===== src/rtl/qcs_pkg.sv =====
// qcs_pkg: shared types and constants for the quadrature count and speed core.
// Used by qcs_front, qcs_queue, qcs_back and the top level.
// No dependencies.
package qcs_pkg;

   // item kinds
   typedef enum logic [1:0] {
      KIND_EDGE0  = 2'd0,
      KIND_EDGE1  = 2'd1,
      KIND_SAMPLE = 2'd2,
      KIND_CLEAR  = 2'd3
   } kind_type;

   // configuration register indexes
   localparam int unsigned CSR_IDX_W = 2;
   localparam logic [CSR_IDX_W-1:0] CSR_RATIO     = 2'd0;
   localparam logic [CSR_IDX_W-1:0] CSR_PIN_ORDER = 2'd1;

   // microseconds per minute
   localparam logic [25:0] US_PER_MINUTE = 26'd60000000;

   typedef struct packed {
      kind_type    kind;
      logic        level;
      logic [23:0] elapsed_us;
   } req_type;

   typedef struct packed {
      logic signed [31:0] position_count;
      logic signed [31:0] speed_rpm;
   } rsp_type;

   // command handed from front to back
   typedef struct packed {
      kind_type    kind;
      logic [31:0] count;
      logic [31:0] delta;
      logic [23:0] elapsed;
   } cmd_type;

   typedef struct packed {
      logic    valid;
      cmd_type cmd;
   } push_type;

   typedef struct packed {
      logic full;
      logic empty;
   } qstat_type;

endpackage


===== src/rtl/qcs_front.sv =====
// qcs_front: accepts items, tracks pin levels and the position count,
// and hands one command per item to the queue. Depends on qcs_pkg.
module qcs_front import qcs_pkg::*; (
   input  logic      clock,
   input  logic      reset,
   input  logic      req_valid,
   output logic      req_ready,
   input  req_type   req_data,
   input  logic      pin_order,
   input  qstat_type qstat,
   output push_type  push
);

   logic        a_level_ff, a_level_in;
   logic        b_level_ff, b_level_in;
   logic [31:0] count_ff, count_in;
   logic [31:0] at_sample_ff, at_sample_in;
   logic        take;
   logic        is_a_edge;
   logic [31:0] delta;

   assign req_ready = !qstat.full;
   assign take      = req_valid && !qstat.full;
   assign delta     = count_ff - at_sample_ff;
   // pin 0 is phase A when pin_order is set
   assign is_a_edge = pin_order ? (req_data.kind == KIND_EDGE0) : (req_data.kind == KIND_EDGE1);

   // x4 decode, clear and sample bookkeeping
   always_comb begin
      a_level_in   = a_level_ff;
      b_level_in   = b_level_ff;
      count_in     = count_ff;
      at_sample_in = at_sample_ff;
      if (take) begin
         case (req_data.kind)
            KIND_EDGE0, KIND_EDGE1: begin
               if (is_a_edge) begin
                  a_level_in = req_data.level;
                  count_in   = (req_data.level != b_level_ff) ? count_ff + 32'd1
                                                              : count_ff - 32'd1;
               end else begin
                  b_level_in = req_data.level;
                  count_in   = (a_level_ff == req_data.level) ? count_ff + 32'd1
                                                              : count_ff - 32'd1;
               end
            end
            KIND_SAMPLE: begin
               at_sample_in = count_ff;
            end
            KIND_CLEAR: begin
               count_in     = '0;
               at_sample_in = '0;
            end
            default: begin
               count_in = count_ff;
            end
         endcase
      end
   end

   always_ff @(posedge clock) begin
      if (reset) begin
         a_level_ff   <= 1'b0;
         b_level_ff   <= 1'b0;
         count_ff     <= '0;
         at_sample_ff <= '0;
      end else begin
         a_level_ff   <= a_level_in;
         b_level_ff   <= b_level_in;
         count_ff     <= count_in;
         at_sample_ff <= at_sample_in;
      end
   end

   // command carries the count after this item
   assign push.valid       = take;
   assign push.cmd.kind    = req_data.kind;
   assign push.cmd.count   = count_in;
   assign push.cmd.delta   = delta;
   assign push.cmd.elapsed = req_data.elapsed_us;

endmodule


===== src/rtl/qcs_queue.sv =====
// qcs_queue: two-entry command queue between front and back.
// Depends on qcs_pkg.
module qcs_queue import qcs_pkg::*; (
   input  logic      clock,
   input  logic      reset,
   input  push_type  push,
   input  logic      pop,
   output cmd_type   head,
   output qstat_type qstat
);

   cmd_type    ent_ff [2];
   logic       wr_ptr_ff, wr_ptr_in;
   logic       rd_ptr_ff, rd_ptr_in;
   logic [1:0] fill_ff, fill_in;
   logic       do_push, do_pop;

   assign qstat.full  = (fill_ff == 2'd2);
   assign qstat.empty = (fill_ff == 2'd0);
   assign do_push     = push.valid && !qstat.full;
   assign do_pop      = pop && !qstat.empty;
   assign head        = ent_ff[rd_ptr_ff];

   always_comb begin
      wr_ptr_in = do_push ? !wr_ptr_ff : wr_ptr_ff;
      rd_ptr_in = do_pop ? !rd_ptr_ff : rd_ptr_ff;
      fill_in   = fill_ff + {1'b0, do_push} - {1'b0, do_pop};
   end

   always_ff @(posedge clock) begin
      if (reset) begin
         wr_ptr_ff <= 1'b0;
         rd_ptr_ff <= 1'b0;
         fill_ff   <= '0;
      end else begin
         wr_ptr_ff <= wr_ptr_in;
         rd_ptr_ff <= rd_ptr_in;
         fill_ff   <= fill_in;
      end
   end

   // entry storage
   always_ff @(posedge clock) begin
      if (do_push) begin
         ent_ff[wr_ptr_ff] <= push.cmd;
      end
   end

endmodule


===== src/rtl/qcs_back.sv =====
// qcs_back: executes queued commands, computes the sample speed with a shared
// multiplier and a serial divider, keeps the moving average with a reciprocal
// divide by the history depth, owns the result register. Depends on qcs_pkg.
module qcs_back import qcs_pkg::*; #(
   parameter int unsigned HISTORY_DEPTH = 8
) (
   input  logic        clock,
   input  logic        reset,
   input  logic [23:0] ratio,
   input  cmd_type     head,
   input  qstat_type   qstat,
   output logic        pop,
   output logic        rsp_valid,
   input  logic        rsp_ready,
   output rsp_type     rsp_data
);

   localparam int unsigned HIST_N    = HISTORY_DEPTH - 1;
   localparam int unsigned SUM_W     = 33 + $clog2(HISTORY_DEPTH);
   localparam int unsigned CNT_W     = $clog2(SUM_W + 1);
   localparam int unsigned DIV_W     = $clog2(HISTORY_DEPTH + 1);
   // average divide works a byte of quotient per step
   localparam int unsigned AVG_W     = ((SUM_W + 7) / 8) * 8;
   localparam int unsigned AVG_STEPS = AVG_W / 8;
   localparam int unsigned AX_W      = DIV_W + 8;
   localparam int unsigned R_SH      = AX_W + DIV_W;
   localparam int unsigned RC_W      = R_SH + 1;
   localparam int unsigned AP_W      = AX_W + RC_W;
   // rounded-up reciprocal of the depth, exact for every step value
   localparam logic [RC_W-1:0] RECIP = RC_W'(((64'd1 << R_SH) + 64'(HISTORY_DEPTH) - 64'd1)
                                             / 64'(HISTORY_DEPTH));
   localparam logic [AX_W-1:0] HD_X  = AX_W'(HISTORY_DEPTH);

   typedef enum logic [11:0] {
      ST_IDLE    = 12'b000000000001,
      ST_M0      = 12'b000000000010,
      ST_M1      = 12'b000000000100,
      ST_M2      = 12'b000000001000,
      ST_SUM     = 12'b000000010000,
      ST_CHK     = 12'b000000100000,
      ST_DIV     = 12'b000001000000,
      ST_SAT     = 12'b000010000000,
      ST_AVG_LD  = 12'b000100000000,
      ST_AVG_DIV = 12'b001000000000,
      ST_FIN     = 12'b010000000000,
      ST_OUT     = 12'b100000000000
   } state_type;

   state_type state_ff, state_in;

   // control
   logic        rsp_valid_ff, rsp_valid_in;
   logic signed [31:0] avg_ff, avg_in;
   logic signed [SUM_W-1:0] hist_sum_ff, hist_sum_in;
   // payload
   rsp_type     rsp_data_ff, rsp_data_in;
   logic [31:0] count_ff, count_in;
   logic        neg_ff, neg_in;
   logic [31:0] mag_ff, mag_in;
   logic [23:0] elapsed_ff, elapsed_in;
   logic [57:0] mul_ff, mul_in;
   logic [24:0] hi_ff, hi_in;
   logic [55:0] lo_ff, lo_in;
   logic [64:0] num_ff, num_in;
   logic [23:0] rem_ff, rem_in;
   logic [31:0] quo_ff, quo_in;
   logic [CNT_W-1:0] cnt_ff, cnt_in;
   logic signed [31:0] s_ff, s_in;
   logic        aneg_ff, aneg_in;
   logic [AVG_W-1:0] amag_ff, amag_in;
   logic [DIV_W-1:0] arem_ff, arem_in;

   logic [31:0] mul_a;
   logic [25:0] mul_b;
   logic [57:0] mul_prod;
   logic [80:0] wide_sum;
   logic [25:0] trial;
   logic [AX_W-1:0] ax;
   logic [AP_W-1:0] aprod;
   logic [7:0]      aqd;
   logic [AX_W-1:0] aback;
   logic signed [SUM_W-1:0] avg_sum;
   logic signed [31:0] oldest;
   logic        out_free;
   logic        hist_push;

   assign out_free  = !rsp_valid_ff || rsp_ready;
   assign mul_prod  = mul_a * mul_b;
   assign wide_sum  = {mul_ff[48:0], 32'b0} + {25'b0, lo_ff};
   assign trial     = {1'b0, rem_ff, quo_ff[31]} - {2'b0, elapsed_ff};
   // one quotient byte: remainder and next byte of the dividend
   assign ax        = {arem_ff, amag_ff[AVG_W-1 -: 8]};
   assign aprod     = AP_W'(ax) * AP_W'(RECIP);
   assign aqd       = aprod[R_SH+7:R_SH];
   assign aback     = ax - AX_W'(aqd) * HD_X;
   assign avg_sum   = hist_sum_ff + SUM_W'(s_ff);
   assign hist_push = (state_ff == ST_FIN);

   // history of instantaneous speeds, newest first
   generate
      if (HIST_N > 0) begin : g_hist
         logic signed [31:0] hist_ff [HIST_N];
         always_ff @(posedge clock) begin
            if (reset) begin
               for (int i = 0; i < HIST_N; i++) begin
                  hist_ff[i] <= '0;
               end
            end else if (hist_push) begin
               hist_ff[0] <= s_ff;
               for (int i = 1; i < HIST_N; i++) begin
                  hist_ff[i] <= hist_ff[i-1];
               end
            end
         end
         assign oldest = hist_ff[HIST_N-1];
      end else begin : g_nohist
         // no stored speeds: the new speed leaves as it enters
         assign oldest = s_ff;
      end
   endgenerate

   // sequencer
   always_comb begin
      state_in     = state_ff;
      pop          = 1'b0;
      rsp_valid_in = rsp_valid_ff && !rsp_ready;
      rsp_data_in  = rsp_data_ff;
      avg_in       = avg_ff;
      hist_sum_in  = hist_sum_ff;
      count_in     = count_ff;
      neg_in       = neg_ff;
      mag_in       = mag_ff;
      elapsed_in   = elapsed_ff;
      mul_in       = mul_ff;
      hi_in        = hi_ff;
      lo_in        = lo_ff;
      num_in       = num_ff;
      rem_in       = rem_ff;
      quo_in       = quo_ff;
      cnt_in       = cnt_ff;
      s_in         = s_ff;
      aneg_in      = aneg_ff;
      amag_in      = amag_ff;
      arem_in      = arem_ff;
      mul_a        = '0;
      mul_b        = '0;
      case (state_ff)
         ST_IDLE: begin
            if (!qstat.empty) begin
               if (head.kind == KIND_SAMPLE) begin
                  pop        = 1'b1;
                  count_in   = head.count;
                  neg_in     = head.delta[31];
                  mag_in     = head.delta[31] ? (32'd0 - head.delta) : head.delta;
                  elapsed_in = head.elapsed;
                  if (head.elapsed == 24'd0) begin
                     s_in     = '0;
                     state_in = ST_AVG_LD;
                  end else begin
                     state_in = ST_M0;
                  end
               end else if (out_free) begin
                  // edge or clear: result goes straight out
                  pop          = 1'b1;
                  rsp_valid_in = 1'b1;
                  rsp_data_in  = {head.count, avg_ff};
               end
            end
         end
         ST_M0: begin
            mul_a    = mag_ff;
            mul_b    = US_PER_MINUTE;
            mul_in   = mul_prod;
            state_in = ST_M1;
         end
         ST_M1: begin
            mul_a    = mul_ff[31:0];
            mul_b    = {2'b0, ratio};
            hi_in    = mul_ff[56:32];
            mul_in   = mul_prod;
            state_in = ST_M2;
         end
         ST_M2: begin
            mul_a    = {7'b0, hi_ff};
            mul_b    = {2'b0, ratio};
            lo_in    = mul_ff[55:0];
            mul_in   = mul_prod;
            state_in = ST_SUM;
         end
         ST_SUM: begin
            // drop the 2^16 part of the divisor here
            num_in   = wide_sum[80:16];
            state_in = ST_CHK;
         end
         ST_CHK: begin
            if (num_ff[64:32] >= {9'b0, elapsed_ff}) begin
               // quotient needs more than 32 bits
               quo_in   = '1;
               state_in = ST_SAT;
            end else begin
               rem_in   = num_ff[55:32];
               quo_in   = num_ff[31:0];
               cnt_in   = CNT_W'(32);
               state_in = ST_DIV;
            end
         end
         ST_DIV: begin
            // restoring divide, one quotient bit per cycle
            rem_in = trial[25] ? {rem_ff[22:0], quo_ff[31]} : trial[23:0];
            quo_in = {quo_ff[30:0], !trial[25]};
            cnt_in = cnt_ff - CNT_W'(1);
            if (cnt_ff == CNT_W'(1)) begin
               state_in = ST_SAT;
            end
         end
         ST_SAT: begin
            if (neg_ff) begin
               s_in = (quo_ff > 32'h80000000) ? 32'sh80000000 : $signed(32'd0 - quo_ff);
            end else begin
               s_in = (quo_ff > 32'h7FFFFFFF) ? 32'sh7FFFFFFF : $signed(quo_ff);
            end
            state_in = ST_AVG_LD;
         end
         ST_AVG_LD: begin
            aneg_in  = avg_sum[SUM_W-1];
            amag_in  = AVG_W'(avg_sum[SUM_W-1] ? $unsigned(-avg_sum) : $unsigned(avg_sum));
            arem_in  = '0;
            cnt_in   = CNT_W'(AVG_STEPS);
            state_in = ST_AVG_DIV;
         end
         ST_AVG_DIV: begin
            // divide by the history depth, one quotient byte per cycle
            arem_in = aback[DIV_W-1:0];
            amag_in = {amag_ff[AVG_W-9:0], aqd};
            cnt_in  = cnt_ff - CNT_W'(1);
            if (cnt_ff == CNT_W'(1)) begin
               state_in = ST_FIN;
            end
         end
         ST_FIN: begin
            avg_in      = aneg_ff ? $signed(32'd0 - amag_ff[31:0]) : $signed(amag_ff[31:0]);
            hist_sum_in = hist_sum_ff + SUM_W'(s_ff) - SUM_W'(oldest);
            state_in    = ST_OUT;
         end
         ST_OUT: begin
            if (out_free) begin
               rsp_valid_in = 1'b1;
               rsp_data_in  = {count_ff, avg_ff};
               state_in     = ST_IDLE;
            end
         end
         default: begin
            state_in = ST_IDLE;
         end
      endcase
   end

   always_ff @(posedge clock) begin
      if (reset) begin
         state_ff     <= ST_IDLE;
         rsp_valid_ff <= 1'b0;
         avg_ff       <= '0;
         hist_sum_ff  <= '0;
      end else begin
         state_ff     <= state_in;
         rsp_valid_ff <= rsp_valid_in;
         avg_ff       <= avg_in;
         hist_sum_ff  <= hist_sum_in;
      end
   end

   always_ff @(posedge clock) begin
      rsp_data_ff <= rsp_data_in;
      count_ff    <= count_in;
      neg_ff      <= neg_in;
      mag_ff      <= mag_in;
      elapsed_ff  <= elapsed_in;
      mul_ff      <= mul_in;
      hi_ff       <= hi_in;
      lo_ff       <= lo_in;
      num_ff      <= num_in;
      rem_ff      <= rem_in;
      quo_ff      <= quo_in;
      cnt_ff      <= cnt_in;
      s_ff        <= s_in;
      aneg_ff     <= aneg_in;
      amag_ff     <= amag_in;
      arem_ff     <= arem_in;
   end

   assign rsp_valid = rsp_valid_ff;
   assign rsp_data  = rsp_data_ff;

endmodule


===== src/rtl/quadrature_count_and_speed_core.sv =====
// Quadrature x4 position counter with moving-average speed.
// req channel: one item per transfer (edge on pin 0/1, speed sample, count clear).
// rsp channel: one result per item, in order: position count and averaged speed
//   in rpm (signed Q23.8).
// csr channel: index 0 writes the Q0.24 rotations-per-count ratio, index 1 the
//   pin order; other indexes are ignored. Write only while the block is idle.
// Edge and clear items reach rsp through the queue entry and the result register
//   and sustain one item per cycle while the receiver keeps up and no sample is
//   in progress. A sample goes from transfer to result through a pop, three
//   passes through one shared multiplier, a sum, a range check, a 32-step
//   serial divider for the speed, saturation, and a byte-per-cycle reciprocal
//   divide by the history depth for the average, then the output register.
//   A saturating sample skips the serial divider and a zero elapsed time goes
//   straight to the average.
// A two-entry queue sits between the front (count logic) and the back
//   (arithmetic); the front keeps taking items until the queue fills.
// When the receiver stalls, the result stays in the output register and the
//   queue fills; req_ready drops once it is full.
// Reset (synchronous): count, levels, history, average and control registers clear;
//   no clearing pass is needed. Depends on qcs_pkg, qcs_front, qcs_queue, qcs_back.
module quadrature_count_and_speed_core import qcs_pkg::*; #(
   parameter int unsigned HISTORY_DEPTH = 8
) (
   input  logic                 clock,
   input  logic                 reset,
   input  logic                 req_valid,
   output logic                 req_ready,
   input  req_type              req_data,
   output logic                 rsp_valid,
   input  logic                 rsp_ready,
   output rsp_type              rsp_data,
   input  logic                 csr_valid,
   output logic                 csr_ready,
   input  logic [CSR_IDX_W-1:0] csr_index,
   input  logic [23:0]          csr_data
);

   logic [23:0] ratio_ff, ratio_in;
   logic        pin_order_ff, pin_order_in;
   push_type    push;
   qstat_type   qstat;
   cmd_type     head;
   logic        pop;

   // configuration registers
   assign csr_ready = 1'b1;

   always_comb begin
      ratio_in     = ratio_ff;
      pin_order_in = pin_order_ff;
      if (csr_valid) begin
         case (csr_index)
            CSR_RATIO:     ratio_in     = csr_data;
            CSR_PIN_ORDER: pin_order_in = csr_data[0];
            default:       ratio_in     = ratio_ff;
         endcase
      end
   end

   always_ff @(posedge clock) begin
      if (reset) begin
         ratio_ff     <= '0;
         pin_order_ff <= 1'b0;
      end else begin
         ratio_ff     <= ratio_in;
         pin_order_ff <= pin_order_in;
      end
   end

   qcs_front u_front (
      .clock     (clock),
      .reset     (reset),
      .req_valid (req_valid),
      .req_ready (req_ready),
      .req_data  (req_data),
      .pin_order (pin_order_ff),
      .qstat     (qstat),
      .push      (push)
   );

   qcs_queue u_queue (
      .clock (clock),
      .reset (reset),
      .push  (push),
      .pop   (pop),
      .head  (head),
      .qstat (qstat)
   );

   qcs_back #(
      .HISTORY_DEPTH (HISTORY_DEPTH)
   ) u_back (
      .clock     (clock),
      .reset     (reset),
      .ratio     (ratio_ff),
      .head      (head),
      .qstat     (qstat),
      .pop       (pop),
      .rsp_valid (rsp_valid),
      .rsp_ready (rsp_ready),
      .rsp_data  (rsp_data)
   );

`ifndef SYNTHESIS
   // back never pops an empty queue
   a_pop_nonempty: assert property (@(posedge clock) disable iff (reset)
      pop |-> !qstat.empty)
      else $error("pop from empty command queue");

   // queue status is consistent
   a_qstat: assert property (@(posedge clock) disable iff (reset)
      !(qstat.full && qstat.empty))
      else $error("queue both full and empty");

   // no result right after reset
   a_reset_rsp: assert property (@(posedge clock) disable iff (reset)
      $past(reset) |-> !rsp_valid)
      else $error("result valid right after reset");
`endif

endmodule

===== config.mk =====
export PLATFORM = sky130hd
export DESIGN_NAME = quadrature_count_and_speed_core
export DESIGN_NICKNAME = d
export VERILOG_FILES = /design/src/rtl/qcs_pkg.sv /design/src/rtl/qcs_front.sv /design/src/rtl/qcs_queue.sv /design/src/rtl/qcs_back.sv /design/src/rtl/quadrature_count_and_speed_core.sv
export SDC_FILE = /design/constraint.sdc
export NUM_CORES = 2
export LEC_CHECK = 0
export ABC_CLOCK_PERIOD_IN_PS = 10000
export BUFFER_PORTS_ARGS = -buffer_cell sky130_fd_sc_hd__buf_2
export CORE_MARGIN = 2
export CORE_UTILIZATION = 45
export CTS_CLUSTER_SIZE = 20
export DETAILED_ROUTE_END_ITERATION = 8
export GPL_TIMING_DRIVEN = 0
export SLEW_MARGIN = 20
export SYNTH_ARGS = -nofsm -noshare
export SYNTH_HDL_FRONTEND = slang
export SYNTH_SLANG_ARGS = --single-unit

===== constraint.sdc =====
create_clock -name clock -period 10 [get_ports clock]
set_input_delay 3 -clock clock [delete_from_list [all_inputs] [get_ports clock]]
set_output_delay 3 -clock clock [all_outputs]
set_load 0.02 [all_outputs]

# ---- Word level (Yosys, flattened, before mapping)
# Memories as Yosys holds them, arrays and structs flattened. A register that Yosys moved wholly into a read port is not among the register bits.
# Index checks and enable logic that the tools add are counted.
dict set report totals {
  register_bits 670
  mem_bits_rw 404
  input_bits 58
  out_inout_bits 67
  wordCells 193
  mem_count 2
}
# memory words width rd rd_clocked_by_memory_dff wr line_no
set mem_list {}
lappend mem_list {u_back.g_hist.hist_ff 7 32 7 0 7 qcs_back.sv:102} ;# logic signed [31:0] hist_ff [HIST_N];
lappend mem_list {u_queue.ent_ff 2 90 1 1 1 qcs_queue.sv:12} ;# cmd_type ent_ff [2];
dict set report op_classes {
  n_addsub 15
  n_mul 1
  order_cmp 3
  eq_ne 30
  mux 65
  bitwise 9
  reduce_logical 37
}
# operator n
set op_table {}
lappend op_table {{2-to-1 mux 32 bit} 19}
lappend op_table {{2-to-1 mux 64 bit} 4}
lappend op_table {{one-hot mux 32 bit (2 select lines)} 4}
lappend op_table {{one-hot mux 12 bit (12 select lines)} 1}
lappend op_table {{one-hot mux 64 bit (2 select lines)} 1}
lappend op_table {{one-hot mux 32 bit (3 select lines)} 1}
lappend op_table {{subtractor 1 x 32 -> 32 bit (first input constant)} 3}
lappend op_table {{adder 81 x 56 -> 81 bit} 1}
lappend op_table {{one-hot mux 40 bit (2 select lines)} 1}
lappend op_table {{2-to-1 mux 12 bit} 5}
lappend op_table {{multiplier 32 x 26 -> 57 bit} 1}
lappend op_table {{one-hot mux 26 bit (2 select lines)} 1}
lappend op_table {{2-to-1 mux 24 bit} 2}
lappend op_table {{one-hot mux 24 bit (2 select lines)} 1}
lappend op_table {{adder 36 x 32 -> 36 bit} 1}
lappend op_table {{2-to-1 mux 36 bit} 1}
lappend op_table {{negation 36 bit} 1}
lappend op_table {{subtractor 36 x 32 -> 36 bit} 1}
lappend op_table {{greater-or-equal comparator 33 x 24 -> 1 bit} 1}
lappend op_table {{adder 32 x 1 -> 32 bit (second input constant)} 1}
lappend op_table {{> comparator 32 x 31 -> 1 bit (second input constant)} 1}
lappend op_table {{> comparator 32 bit (second input constant)} 1}
lappend op_table {{subtractor 32 x 1 -> 32 bit (second input constant)} 1}
lappend op_table {{subtractor 32 bit} 1}
lappend op_table {{47 further kinds} 105}

# ---- Logic depth before layout (Yosys ltp)
dict set report logic_depth {
  depth_word 9
  ltp_mapped 40
  ltp_nobuf 35
}

# ---- Modules after synthesis
# From an unflattened synthesis, not the netlist that was laid out.
dict set report unflattened {
  cells_unflattened 7497
  area_unflattened_um2 77440.5
}
# module n_inst cells_per_inst area_each_um2 seq_area_each_um2
set by_module_without_submodules {}
lappend by_module_without_submodules {qcs_back 1 6267 63643.5 22701.8}
lappend by_module_without_submodules {qcs_queue 1 307 6725.2 5505.3}
lappend by_module_without_submodules {qcs_front 1 812 5911.9 1321.3}
lappend by_module_without_submodules {quadrature_count_and_speed_core 1 111 1159.9 500.5}

# ---- Worst setup path before layout
# No wires, ideal clock.
dict set report synth_timing {
  path_type {reg-to-reg}
  startpoint {register u_back.state_ff[6]}
  endpoint {register u_back.mul_ff[55], data pin}
  setup_ns 0.259
  arrival_ns 9.804
  required_time_ns 9.741
  slack_ns -0.063
  path_stages_with_launch 36
  synth_period_minus_slack_ns 10.063
  path_cell_list {dfxtp_1 clkbuf_1 nor2_1 nand2_1 nor2_1 nand2_1 nor3b_1 clkbuf_1 clkbuf_1 a22oi_1 nand2_1 buf_1 nand2_1 fa_1 fa_1 inv_1 fa_1 inv_1 fa_1 inv_1 fa_1 fa_1 fa_1 ha_1 clkbuf_1 a21o_1 a21o_1 a21oi_1 o21ai_1 or3b_2 o211ai_1 o21bai_1 a221oi_1 o2111ai_1 a41oi_1 xnor2_1}
}
dict set report synth_via {
  elab_chain_cells 4
}
# item line_no
set synth_rtl {}
lappend synth_rtl {{start, declared} qcs_back.sv:49} ;# state_type state_ff, state_in;
lappend synth_rtl {{start signal, assigned} qcs_back.sv:265} ;# state_ff <= state_in;
lappend synth_rtl {{== test 12 x 3 -> 1 bit or == test 12 x 4 -> 1 bit (tied branches)} qcs_back.sv:147} ;# case (state_ff)
lappend synth_rtl {{OR reduction 2 bit (no line)} --}
lappend synth_rtl {{one-hot mux 26 bit (2 select lines)} qcs_back.sv:147}
lappend synth_rtl {{multiplier 32 x 26 -> 57 bit (*)} qcs_back.sv:88} ;# assign mul_prod = mul_a * mul_b;
lappend synth_rtl {{net u_back.mul_prod[55]} qcs_back.sv:75} ;# logic [57:0] mul_prod;
lappend synth_rtl {{end signal, assigned} qcs_back.sv:278} ;# mul_ff <= mul_in;
lappend synth_rtl {{end, declared} qcs_back.sv:61} ;# logic [57:0] mul_ff, mul_in;
# The timed path passes the listed nets; every way through them passes the cells marked *.
# A chain may end at the register's enable or synchronous reset.

# ---- Final worst setup path
dict set report layout_timing {
  startpoint {register u_back.state_ff[10]}
  endpoint {register u_back.mul_ff[55], data pin}
}
# Same word-level chain as after synthesis.

==> flow_summary.yaml <==
power:
  p_leak_nw: 36.2
  powerDensity_nw_per_um2: 153
  clkPwrFrac: 0.348
  p_seq_frac: 0.433
  ir_drop_uv: 160
  net-switching-power_mw: 3.97
  combPwrFrac: 0.219
  swShare: 0.305
  p_int_mw: 9.04
synthesis:
  synth_edf_count: 882
  synth_top_flop_cell: "edfxtp_1"
  synth_cells: 7416
  syn_area_um2: 76300
  synth_seq_cells: 1059
  synthArstFlopShare: 0
  synthTopCellsByArea: "edfxtp_1 35%, fa_1 19%, ha_1 6.1%"
  synth_nets: 8571
  synth_area_leader_cell: "edfxtp_1"
  ys_seq_area_frac: 0.393
  syn_avg_cell_area_um2: 10.3
  yosysUniqueCellTypes: 94
  synth_warnings: 0
  synth_top_area_frac: 0.347
floorplan:
  core-area_um2: 169000
  row_count: 151
  start_util: 0.452
  ios: 125
  die_h_um: 416
  die_width_um: 416
  die_area_um2: 173000
clock_network:
  h-tree-depth: 3
  cts.path.max_buffers: 3
  cts_buffers: 116
  root_buffer: "clkbuf_16"
  cts.hold.buffers_added: 0
  clk_latency_ns: 0.78
  cts_tree: "built"
  cts_sinks: 1059
  clkTransAtPathRegs_ns: 0.06
detailed_routing:
  routed_via_density: 5.58
  drt_first_iter_violations: 4827
  dr.pass1.iters: 5
  drt-total-wl_mm: 235
  vias: 55800
  remaining_drc_errors: 0
  wl_per_cell_um: 23.5
  ant_nets: 0
cells_and_area:
  fin_cells: 9993
  layout-drive-gt1-share: 0.0893
  regArea_um2: 30000
  final_common_cell: "inv_1"
  nNetsFinal: 8822
  fill_cells: 15500
  mostFrequentLayoutCells: "913 x inv_1, 882 x edfxtp_1, 782 x nand2_1"
  multiInputGateArea_um2: 42000
  fin_util: 0.503
  area_growth_syn_to_layout_pct: 11.4
sta:
  period_share: 0.970
  maxSlewHeadroom: 0.176
  hold_violations: 0
  fin_skew_ns: 0.0634
  min_period_ns: 9.70
  setup_viol: 0
  max_freq_mhz: 103
  finalMaxSlewViolations: 0
  rsz0062_at_grt: "false"
  tightest_slew_ns: 1.24
place:
  io_buffer_count: 122
  place_congestion: 0.985
  placedCellCount: 9782
  hpwl_mm: 188
worst_setup_path:
  cp-end-kind: "register"
  crit_family: "adder cells"
  critical-path-slowest-cell: "and2_1"
  critPathRequiredTime_ns: 10.51
  startpoint_type: "register"
  cp_max_fo: 10
  cpPeakStageDelay_ns: 0.58
  crit_buf_inv: 4
  cp.arrival_ns: 10.21
  crit_top_cell: "fa_1"
  critPathKind: "reg2reg"
grt:
  gr-usage-all-layers: 0.272
  first_global_vias: 56100
  antenna_found_initial: 11
  grt_pass1_wl_mm: 352
  grt_max_degree: 117
  overflow: 0
job:
  drv_cap: 0
hold_path:
  min_path_type: "reg2reg"
status:
  outcome: "finished clean"
-- synthesized netlist by cell type (153+ instances only) --
cell	count
nand2_1	814
inv_1	916
dfxtp_1	177
a21oi_1	397
o21ai_0	217
clkbuf_1	330
ha_1	375
nor2_1	783
and3_1	243
fa_1	722
xnor2_1	153
edfxtp_1	882
-- routing by layer --
metal / GRT usage / share of wire
met1: 0.364 / 0.42
met2: 0.445 / 0.47
met3: 0.0465 / 0.075
met4: 0.0977 / 0.040
met5: 0 / 0
-- through the flow --
stage / setup WS (ns) / power [mW] / instance area, um^2 / hold slack [ns] / TNS, ns
floorplan: 0.0449 / 7.51 / 76300 / 0.400 / 0
global placement: -3.22 / 8.47 / 79700 / 0.402 / -139.12
detailed placement: -2.10 / 8.52 / 80300 / 0.405 / -38.09
CTS: 0.00219 / 13.1 / 84800 / 0.379 / 0
global route: 0.0271 / 13.5 / 85000 / 0.375 / 0
finish: 0.304 / 13.0 / 85000 / 0.388 / 0
-- timing repair --
action | 4_1_cts | 5_1_grt
endpoints found under the setup margin | 35 | 15
setup buffers | 9 | 3
resized for setup | 193 | 103
pin swaps | 7 | 4
-- state kept, by name, indices dropped and copies added (netlist names), 24 cells and up, named ones only --
register / count
u_back.g_hist.hist_ff: 224
u_front.count_ff: 32
u_back.lo_ff: 40
u_back.s_ff: 32
ratio_ff: 24
u_front.at_sample_ff: 32
u_back.elapsed_ff: 24
u_back.mul_ff: 57
u_back.num_ff: 65
u_back.avg_ff: 32
u_back.rsp_data: 64
u_back.hi_ff: 25
u_back.mag_ff: 32
u_back.quo_ff: 32
u_back.count_ff: 32
u_back.hist_sum_ff: 36
u_back.rem_ff: 24
u_queue.ent_ff: 180
u_back.amag_ff: 40
-- worst paths after layout --
path	endpoint	startpoint	slack (ns)	cells past startpoint
worst min-delay path	u_back.num_ff[13]	u_back.lo_ff[29]	0.39	0
worst min register to register	u_back.num_ff[13]	u_back.lo_ff[29]	0.39	0
worst max register to register	u_back.mul_ff[55]	u_back.state_ff[10]	0.30	31
worst max-delay path	u_back.mul_ff[55]	u_back.state_ff[10]	0.30	31
-- layout make-up --
type / count / share of cell area
Antenna cell: 4 / 0.000118
Buffer: 320 / 0.0180
Clock buffer: 149 / 0.0377
Clock inverter: 73 / 0.0106
Inverter: 918 / 0.0406
Multi-Input combinational cell: 5092 / 0.494
Sequential cell: 1059 / 0.353
Tap cell: 2218 / 0.0326
Timing Repair Buffer: 160 / 0.0134
-- power by group through the flow --
stage	sequential, mW	clock [mW]	combinational [mW]
global route	5.67	4.77	3.10
CTS	5.63	4.61	2.84
detailed placement	5.72	0	2.80
global placement	5.79	0	2.68
finish	5.64	4.52	2.85
floorplan	5.82	0	1.69
-- kinds of logic (layout without fill, tap and decap cells) --
logic type,after synthesis,after routing,share of synthesized area
and+or+nand+nor,2476,2476,0.151
buffers and inverters,1265,1620,0.0624
adders and majority gates,1097,1097,0.251
AOI/OAI and AO/OA,1073,1073,0.0874
DFF,1059,1059,0.393
xor gates and xnor gates,300,300,0.0344
muxes,145,145,0.0205
other,1,5,0.0000491
-- worst register-to-register path, delay by kind of cell (launching register included) --
| family | cells | cell delay [ns] |
|---|---|---|
| fa+ha+maj | 8 | 3.90 |
| simple gates | 9 | 2.35 |
| compound gates | 9 | 1.82 |
| buf+inv | 4 | 0.90 |
| flops | 1 | 0.36 |
| xor+xnor | 1 | 0.10 |
Power figures use the tool's default switching activity.
